`config.mk`:
```
export PLATFORM = sky130hd
export DESIGN_NAME = battery_level_led_gauge_unit
export DESIGN_NICKNAME = d
export VERILOG_FILES = /design/src/blg_pkg.sv /design/src/blg_ring.sv /design/src/blg_disp.sv /design/src/battery_level_led_gauge_unit.sv
export SDC_FILE = /design/constraint.sdc
export NUM_CORES = 2
export LEC_CHECK = 0
export ABC_AREA = 1
export BUFFER_PORTS_ARGS = -buffer_cell sky130_fd_sc_hd__buf_2
export CAP_MARGIN = 20
export CORE_MARGIN = 1.5
export CORE_UTILIZATION = 66
export CTS_BUF_LIST = sky130_fd_sc_hd__clkbuf_4
export CTS_CLUSTER_SIZE = 12
export DETAILED_ROUTE_END_ITERATION = 10
export PLACE_DENSITY = 0.81
export SLEW_MARGIN = 15
export SYNTH_ARGS = -nofsm -noshare
export SYNTH_HDL_FRONTEND = slang
export SYNTH_SLANG_ARGS = --single-unit
```
`constraint.sdc`:
```
create_clock -name clk -period 7.6 [get_ports clk]
set_input_delay 1.52 -clock clk [delete_from_list [all_inputs] [get_ports clk]]
set_output_delay 1.52 -clock clk [all_outputs]
set_load 0.005 [all_outputs]
```
`src/blg_pkg.sv`:
```
// Shared types, constants and helpers for the battery LED gauge.
// Used by blg_ring, blg_disp and battery_level_led_gauge_unit; no dependencies.
`timescale 1ns / 1ps

package blg_pkg;

  localparam int AVG_DEPTH   = 16;
  localparam int LED_COUNT   = 5;
  localparam int PTR_W       = $clog2(AVG_DEPTH);
  localparam int SUM_W       = 16 + PTR_W;
  localparam int LEVEL_STEPS = 10;
  localparam int MV_OFFSET   = 60;
  localparam int THR_BASE    = 20750;
  localparam int THR_STEP    = 500;
  localparam int PROD_W      = 36;

  typedef enum logic [2:0] {
    REG_ADC_GAIN,
    REG_DEBOUNCE,
    REG_DISPLAY,
    REG_STARTUP,
    REG_BLINK,
    REG_DEBUG
  } cfg_reg_t;

  typedef struct packed {
    logic [11:0] adc_sample;
    logic        button_level;
    logic [31:0] now_ms;
  } in_t;

  typedef struct packed {
    logic [LED_COUNT-1:0] led_vector;
    logic [3:0]           gauge_level;
    logic [15:0]          average_mv;
  } out_t;

  typedef struct packed {
    logic [23:0] adc_gain_q16;
    logic [15:0] debounce_ms;
    logic [23:0] display_ms;
    logic [23:0] startup_display_ms;
    logic [15:0] blink_period_ms;
    logic        debug_show;
  } cfg_t;

  typedef struct packed {
    logic [15:0] avg_mv;
    logic        button_level;
    logic [31:0] now_ms;
  } ring_out_t;

  function automatic logic [15:0] thr_mv(input int k);
    return 16'(THR_BASE + THR_STEP * k);
  endfunction

endpackage

```
`src/blg_ring.sv`:
```
// Sample scaling and moving-average ring held in a synchronous memory.
// Depends on blg_pkg.
`timescale 1ns / 1ps

module blg_ring (
  input  logic                     clk,
  input  logic                     rst_n,
  input  logic                     in_fire,
  input  blg_pkg::in_t             in_data,
  input  logic [23:0]              gain,
  input  logic                     s1_move,
  output blg_pkg::ring_out_t       s2_data
);

  logic [blg_pkg::PROD_W-1:0] prod_r;
  logic [blg_pkg::PTR_W-1:0]  ptr_r, ptr_nxt, addr_r;
  logic                       btn_r;
  logic [31:0]                now_r;
  logic [15:0]                mem [blg_pkg::AVG_DEPTH];
  logic [blg_pkg::AVG_DEPTH-1:0] vld_r;
  logic [15:0]                rd_data_r;
  logic                       rd_vld_r;
  logic [blg_pkg::SUM_W-1:0]  sum_r, sum_nxt;
  logic [19:0]                q;
  logic [19:0]                diff;
  logic [15:0]                mv;
  logic [15:0]                old_mv;
  blg_pkg::ring_out_t         s2_r;

  assign ptr_nxt = (ptr_r == blg_pkg::PTR_W'(blg_pkg::AVG_DEPTH - 1)) ? '0 : ptr_r + 1'b1;
  assign q       = prod_r[blg_pkg::PROD_W-1:16];
  assign diff    = q - 20'(blg_pkg::MV_OFFSET);
  assign old_mv  = rd_vld_r ? rd_data_r : 16'd0;

  always_comb begin
    if (q <= 20'(blg_pkg::MV_OFFSET)) begin
      mv = 16'd0;
    end else if (diff > 20'd65535) begin
      mv = 16'hFFFF;
    end else begin
      mv = diff[15:0];
    end
  end

  assign sum_nxt = sum_r - blg_pkg::SUM_W'(old_mv) + blg_pkg::SUM_W'(mv);

  always_ff @(posedge clk) begin
    if (!rst_n) begin
      ptr_r <= '0;
      vld_r <= '0;
      sum_r <= '0;
    end else begin
      if (in_fire) begin
        ptr_r <= ptr_nxt;
      end
      if (s1_move) begin
        vld_r[addr_r] <= 1'b1;
        sum_r         <= sum_nxt;
      end
    end
  end

  always_ff @(posedge clk) begin
    if (s1_move) begin
      mem[addr_r] <= mv;
    end
    if (in_fire) begin
      rd_data_r <= mem[ptr_r];
    end
  end

  always_ff @(posedge clk) begin
    if (in_fire) begin
      prod_r   <= blg_pkg::PROD_W'(in_data.adc_sample) * blg_pkg::PROD_W'(gain);
      addr_r   <= ptr_r;
      btn_r    <= in_data.button_level;
      now_r    <= in_data.now_ms;
      rd_vld_r <= vld_r[ptr_r];
    end
    if (s1_move) begin
      s2_r.avg_mv       <= 16'(sum_nxt / blg_pkg::AVG_DEPTH);
      s2_r.button_level <= btn_r;
      s2_r.now_ms       <= now_r;
    end
  end

  assign s2_data = s2_r;

endmodule

```
`src/blg_disp.sv`:
```
// Level quantiser, button debounce, display window and blink control.
// Depends on blg_pkg; drives the registered result beat.
`timescale 1ns / 1ps

module blg_disp (
  input  logic               clk,
  input  logic               rst_n,
  input  blg_pkg::cfg_t      cfg,
  input  blg_pkg::ring_out_t s2_data,
  input  logic               s2_move,
  output blg_pkg::out_t      out_data
);

  localparam logic [blg_pkg::LED_COUNT-1:0] LED_ALL = '1;

  logic [31:0] blink_last_r, blink_last_nxt;
  logic        phase_r, phase_nxt;
  logic        last_btn_r;
  logic [31:0] btn_chg_r, btn_chg_nxt;
  logic        disp_on_r, disp_on_nxt;
  logic        startup_r, startup_nxt;
  logic [31:0] start_r, start_nxt;
  logic [blg_pkg::LED_COUNT-1:0] hold_r, hold_nxt;
  logic [3:0]  level;
  logic [3:0]  full;
  logic [31:0] since;
  logic        shown;
  logic        fire;
  logic        chg;
  blg_pkg::out_t out_r;

  always_comb begin
    level = 4'd0;
    for (int k = 0; k < blg_pkg::LEVEL_STEPS; k++) begin
      if (s2_data.avg_mv > blg_pkg::thr_mv(k)) begin
        level = 4'(k + 1);
      end
    end
  end

  always_comb begin
    btn_chg_nxt    = btn_chg_r;
    disp_on_nxt    = disp_on_r;
    startup_nxt    = startup_r;
    start_nxt      = start_r;
    blink_last_nxt = blink_last_r;
    phase_nxt      = phase_r;
    hold_nxt       = hold_r;
    full           = level >> 1;

    chg = (s2_data.button_level != last_btn_r) &&
          ((s2_data.now_ms - btn_chg_r) > {16'd0, cfg.debounce_ms});
    if (chg) begin
      btn_chg_nxt = s2_data.now_ms;
      if (s2_data.button_level) begin
        disp_on_nxt = 1'b1;
        start_nxt   = s2_data.now_ms;
      end
    end

    since = s2_data.now_ms - start_nxt;
    shown = (startup_r && (since < {8'd0, cfg.startup_display_ms})) ||
            (disp_on_nxt && (since < {8'd0, cfg.display_ms})) ||
            (level == 4'd0) || cfg.debug_show;

    fire = shown && ((level == 4'd0) || level[0]) &&
           ((s2_data.now_ms - blink_last_r) >= {16'd0, cfg.blink_period_ms});
    if (fire) begin
      blink_last_nxt = s2_data.now_ms;
      phase_nxt      = ~phase_r;
    end

    if (!shown) begin
      hold_nxt    = '0;
      disp_on_nxt = 1'b0;
      startup_nxt = 1'b0;
    end else if (level == 4'd0) begin
      if (fire) begin
        hold_nxt = phase_nxt ? LED_ALL : '0;
      end
    end else begin
      for (int i = 0; i < blg_pkg::LED_COUNT; i++) begin
        if (4'(i) < full) begin
          hold_nxt[i] = 1'b1;
        end else if (4'(i) > full) begin
          hold_nxt[i] = 1'b0;
        end else if (!level[0]) begin
          hold_nxt[i] = 1'b0;
        end else if (fire) begin
          hold_nxt[i] = phase_nxt;
        end
      end
    end
  end

  always_ff @(posedge clk) begin
    if (!rst_n) begin
      blink_last_r <= '0;
      phase_r      <= 1'b0;
      last_btn_r   <= 1'b0;
      btn_chg_r    <= '0;
      disp_on_r    <= 1'b1;
      startup_r    <= 1'b1;
      start_r      <= '0;
      hold_r       <= '0;
    end else if (s2_move) begin
      blink_last_r <= blink_last_nxt;
      phase_r      <= phase_nxt;
      last_btn_r   <= s2_data.button_level;
      btn_chg_r    <= btn_chg_nxt;
      disp_on_r    <= disp_on_nxt;
      startup_r    <= startup_nxt;
      start_r      <= start_nxt;
      hold_r       <= hold_nxt;
    end
  end

  always_ff @(posedge clk) begin
    if (s2_move) begin
      out_r.led_vector  <= hold_nxt;
      out_r.gauge_level <= level;
      out_r.average_mv  <= s2_data.avg_mv;
    end
  end

  assign out_data = out_r;

endmodule

```
`src/battery_level_led_gauge_unit.sv`:
```
// Top level of the battery LED gauge: configuration registers and beat control.
// Depends on blg_pkg, blg_ring and blg_disp.
//
// Usage:
//   Input beats (in_valid/in_ready/in_data) carry one tick: converter sample,
//   raw button level and millisecond timestamp. Every input beat yields exactly
//   one result beat (out_valid/out_ready/out_data): LED vector, half-LED level
//   and moving-average millivolts.
//   Stages: scale multiply and ring memory read, ring sum update, then
//   level/display/blink into the output register. Throughput: one beat per
//   cycle unless out_ready stalls, with the single-port-per-side ring memory
//   read at accept and written as the beat leaves the first stage.
//   Stalls: each stage holds its beat while the next is full; in_ready drops
//   only when all three stages hold beats and out_ready is low.
//   Reset (rst_n low, synchronous): ring entries read as zero via per-entry
//   valid bits cleared at once, no clearing pass; registers take their reset
//   values; the startup display window opens at timestamp zero.
//   Configuration: cfg_we writes cfg_wdata to register cfg_addr at once; write
//   only while no beats are in flight.
`timescale 1ns / 1ps

module battery_level_led_gauge_unit (
  input  logic           clk,
  input  logic           rst_n,
  input  logic           in_valid,
  output logic           in_ready,
  input  blg_pkg::in_t   in_data,
  output logic           out_valid,
  input  logic           out_ready,
  output blg_pkg::out_t  out_data,
  input  logic           cfg_we,
  input  logic [2:0]     cfg_addr,
  input  logic [23:0]    cfg_wdata
);

  blg_pkg::cfg_t      cfg_r;
  blg_pkg::ring_out_t s2_data;
  logic               s1_v_r, s2_v_r, out_v_r;
  logic               out_adv, s2_adv, s1_adv;
  logic               in_fire, s1_move, s2_move;

  assign out_adv  = !out_v_r || out_ready;
  assign s2_adv   = !s2_v_r || out_adv;
  assign s1_adv   = !s1_v_r || s2_adv;
  assign in_ready = s1_adv;
  assign in_fire  = in_valid && in_ready;
  assign s1_move  = s1_v_r && s2_adv;
  assign s2_move  = s2_v_r && out_adv;

  always_ff @(posedge clk) begin
    if (!rst_n) begin
      s1_v_r  <= 1'b0;
      s2_v_r  <= 1'b0;
      out_v_r <= 1'b0;
    end else begin
      if (s1_adv) begin
        s1_v_r <= in_fire;
      end
      if (s2_adv) begin
        s2_v_r <= s1_move;
      end
      if (out_adv) begin
        out_v_r <= s2_move;
      end
    end
  end

  always_ff @(posedge clk) begin
    if (!rst_n) begin
      cfg_r.adc_gain_q16       <= 24'd655360;
      cfg_r.debounce_ms        <= 16'd50;
      cfg_r.display_ms         <= 24'd10000;
      cfg_r.startup_display_ms <= 24'd15000;
      cfg_r.blink_period_ms    <= 16'd500;
      cfg_r.debug_show         <= 1'b0;
    end else if (cfg_we) begin
      case (blg_pkg::cfg_reg_t'(cfg_addr))
        blg_pkg::REG_ADC_GAIN: cfg_r.adc_gain_q16       <= cfg_wdata;
        blg_pkg::REG_DEBOUNCE: cfg_r.debounce_ms        <= cfg_wdata[15:0];
        blg_pkg::REG_DISPLAY:  cfg_r.display_ms         <= cfg_wdata;
        blg_pkg::REG_STARTUP:  cfg_r.startup_display_ms <= cfg_wdata;
        blg_pkg::REG_BLINK:    cfg_r.blink_period_ms    <= cfg_wdata[15:0];
        blg_pkg::REG_DEBUG:    cfg_r.debug_show         <= cfg_wdata[0];
        default: ;
      endcase
    end
  end

  blg_ring u_ring (
    .clk     (clk),
    .rst_n   (rst_n),
    .in_fire (in_fire),
    .in_data (in_data),
    .gain    (cfg_r.adc_gain_q16),
    .s1_move (s1_move),
    .s2_data (s2_data)
  );

  blg_disp u_disp (
    .clk      (clk),
    .rst_n    (rst_n),
    .cfg      (cfg_r),
    .s2_data  (s2_data),
    .s2_move  (s2_move),
    .out_data (out_data)
  );

  assign out_valid = out_v_r;

  a_ready_when_out_empty: assert property (@(posedge clk) disable iff (!rst_n)
    !out_v_r |-> in_ready)
    else $error("in_ready low with empty output stage");

  a_s1_hands_on: assert property (@(posedge clk) disable iff (!rst_n)
    (in_fire && s1_v_r) |-> s1_move)
    else $error("beat accepted over a held first stage");

  a_level_range: assert property (@(posedge clk) disable iff (!rst_n)
    out_valid |-> (out_data.gauge_level <= 4'd10))
    else $error("gauge level out of range");

  a_drain: assert property (@(posedge clk) disable iff (!rst_n)
    (out_valid && out_ready && !s2_move) |=> !out_valid)
    else $error("result beat repeated");

endmodule
```
==> metrics.md <==
| Metric | Value |
|---|---|
| Status | `complete, no violations` |
| Worst Path Required | `8.48 ns` |
| Fin. max-slew vios | `0` |
| Asr flop ratio synth | `0%` |
| Iteration-0 DRC Markers | `3,292` |
| Utilization after layout | `72.90%` |
| CTS Buffer Depth | `3` |
| Max Clk Rate | `around 0.14 GHz` |
| CTS Buf Count | `166` |
| Xor/xnor cell area share of the yosys netlist | `under 10%` |
| Distinct cells, synth | `51` |
| Number of port buffers | `around 100` |
| Final min period | `7.185 ns` |
| Initial core utilization | `66.51%` |
| DP Cell Count | `5,868` |
| Max incr delay on CP | `0.43 ns` |
| DIE WIDTH | `257.4 um` |
| Logic pwr share | `28.2%` |
| Mapped Cells | `5,024` |
| Post-synthesis compound-gate area fraction | `13.34%` |
| Critical Setup Path Class | `flip-flop to flip-flop` |
| Avg Inst Size Synth | `8.503 um2` |
| Main synth FF type | `edfxtp_1` |
| Yosys top cell area share | `28.40%` |
| Share of layout cells above drive strength 1 | `around a tenth` |
| Die area | `66,260 um2` |
| DIE HEIGHT | `257.4 um` |
| Post-synthesis mux area share | `0.02343%` |
| Reg power frac | `between 40% and 50%` |
| Gr usage total | `34.04%` |
| Yosys reg bits | `657` |
| Cell mode on critical path | `nand2_1` |
| Critical Path Start | `u_ring.s2_data[2]` |
| TritonCTS clock tree | `built` |
| DRC viols | `0` |
| Max cap viols | `0` |
| R2R Path Start | `u_ring.s2_data[2]` |
| Post-synthesis simple-gate area fraction | `roughly 16%` |
| Worst path slowest cell | `edfxtp_1` |
| Count of final setup violators | `0` |
| Num rows | `93` |
| CTS Sinks | `~660` |
| Post-route clock skew | `0.09196 ns` |
| Root Driver | `clkbuf_4` |
| Met1 WL | `43.75 mm` |
| Vias per cell | `approximately 5.7` |
| Fin Setup TNS | `0 ns` |
| Final ANT Viol Nets | `0` |
| Yosys warns | `0` |
| WL per Instance | `18.16 um` |
| H-tree levels | `4` |
| Clk_lat worst skew | `around 1.1 ns` |
| Worst-Margin Slew | `~1.1 ns` |
| Worst Path Max Fanout | `13` |
| Hold Vio Cnt, Final | `0` |
| CTS clk-pin slew, worst paths | `0.07 ns` |
| Setup ws final | `slightly above 0.4 ns` |
| Nets | `5,776` |
| Detail Placement HPWL | `81.10 mm` |
| Antenna violations before repair | `4` |
| CP arrival | `8.06 ns` |
| Vias | `35,410` |
| Fin crit share | `between 90% and 100%` |
| First-pass GRT wire length | `177.6 mm` |
| Worst Hold Class | `flip-flop to flip-flop` |
| CTS Hold Bufs | `0` |
| Synthesized area | `approximately 43,000 um2` |
| NetSw | `0.003549 W` |
| Sw Ratio | `34.79%` |
| Internal power | `0.006652 W` |
| Top sig layer | `met4` |
| Final GP Congestion | `between 1 and 1.5` |
| Top-Level Pins | `approximately 100` |
| Adder-cell area share of the yosys netlist | `18.91%` |
| Largest net degree at the start of global routing | `89` |
| Pre-antenna DRT Iters | `7` |
| Clock network fraction of total power | `roughly 30%` |
| Syn nets | `5,604` |
| Largest family of logic cells by synthesized area | `adder cells` |
| Post-Place Worst Slack | `0.1344 ns` |
| Total congestion overflow | `0` |
| Number of synthesized flops with an enable pin | `404` |
| Kind of end point of the critical path | `flip-flop` |
| Vias in the first global route | `34,928` |
| Met3 wire length | `~8.7 mm` |
| CP startpoint kind | `flip-flop` |
| Seq/Total Area, Yosys | `between 40 and 50%` |
| Final Non-Filler Cells | `6,197` |
| Rel. slew slack | `28.14%` |
| Core area | `between 60,000 and 70,000 um2` |
| Synth area leader | `edfxtp_1` |
| Area contributors post-synth | `edfxtp_1, dfxtp_1, fa_1` |
| Final WL | `112.6 mm` |
| DR WL met2 | `around 54 mm` |
| Pleak | `21.19 nW` |
| Synth-to-layout area growth | `9.604%` |
| Worst VDD drop | `183.8 uV` |
| Hold Startpoint | `u_ring.now_r[31]` |
| PwrDens | `217.9 nW/um2` |
[area by class of cell]
cell class	instances	area [um2]
clock buffers	243	1824
diodes	9	22.52
multi-input cells	3311	21810
flip-flops and latches	657	17200
well taps	855	1070
clock inverters	62	381.6
repair buffers	187	1231
inverters	873	3279
fillers	4903	17410
[flip-flops by register name, summed over array words and instances (netlist names), 20 cells and up]
signal               count
cfg_r                  105
u_disp.blink_last_r     32
u_disp.btn_chg_r        32
u_disp.out_data         25
u_disp.start_r          32
u_ring.mem             256
u_ring.now_r            32
u_ring.prod_r           20
u_ring.s2_data          49
u_ring.sum_r            20
[Yosys cell counts (all sizes together), types with 16 or more instances]
| master | number |
|---|---|
| a21o | 22 |
| clkbuf | 171 |
| nor2 | 435 |
| xor2 | 83 |
| o21ai | 457 |
| ha | 265 |
| fa | 238 |
| nand4 | 35 |
| o22ai | 40 |
| nand2 | 978 |
| o21bai | 16 |
| edfxtp | 404 |
| a21oi | 377 |
| nor3 | 48 |
| dfxtp | 253 |
| xnor2 | 33 |
| o221ai | 33 |
| o211ai | 32 |
| inv | 870 |
| nand3 | 131 |
[path summary, 6_finish.rpt]
kind	end	depth (start not counted)	slack (ns)
min reg2reg	u_ring.s2_data[31]	0	0.40
min	u_ring.s2_data[31]	0	0.40
max reg2reg	u_disp.blink_last_r[15]	54	0.41
max	u_disp.blink_last_r[15]	54	0.41
[per-stage QoR]
step           power [W]  instance area [um2]  hold WS (ns)
6_report         0.01020                46820        0.4028
5_1_grt          0.01081                46800        0.4140
4_1_cts          0.01016                46350        0.3830
3_5_place_dp    0.007131                44140        0.4045
3_3_place_gp    0.007066                44130        0.4044
2_1_floorplan   0.006365                42720        0.4003
[critical path: cells and delay by family (launching register included)]
kind            cells  cell delay (ns)
buf+inv             6             0.52
xor+xnor            2             0.31
simple gates       30             2.85
compound gates     11             1.53
flops               1             0.43
fa+ha+maj           5             1.39
[power groups by stage]
stage,clock network (W),logic [W],registers [W]
3_5_place_dp,0,0.00277,0.00436
2_1_floorplan,0,0.00210,0.00427
6_report,0.00304,0.00287,0.00429
3_3_place_gp,0,0.00271,0.00436
4_1_cts,0.00308,0.00279,0.00428
5_1_grt,0.00328,0.00323,0.00431
[layer usage]
metal	up-vias	global-route usage [%]
li1	16834	-
met1	16781	42.52
met2	1471	56.57
met3	324	5.743
met4	0	18.62
met5	-	0
[cells by family after synthesis]
logic type / Yosys count
compound gates: 1030
buf+inv: 1057
xor+xnor: 116
flops: 657
fa+ha+maj: 503
simple gates: 1660
mux: 1
[placed cells by master (no fill, tap or decap), types with 33 or more instances in the layout]
| cell | count |
|---|---|
| nand2_1 | 970 |
| fa_1 | 236 |
| xor2_1 | 83 |
| clkbuf_4 | 243 |
| buf_2 | 102 |
| dfxtp_1 | 251 |
| o221ai_1 | 33 |
| nand4_1 | 34 |
| nand3_1 | 127 |
| inv_1 | 854 |
| clkinv_1 | 41 |
| ha_1 | 253 |
| buf_4 | 77 |
| nor2_1 | 414 |
| o21ai_0 | 428 |
| edfxtp_1 | 404 |
| o22ai_1 | 40 |
| a21oi_1 | 353 |
| nor3_1 | 45 |
[what timing repair did]
action                     4_1_cts  5_1_grt
setup endpoints to repair        0       45
gates resized for setup          0       59
buffers inserted                 0       10
Note: power is estimated with default switching activity, not from simulation.
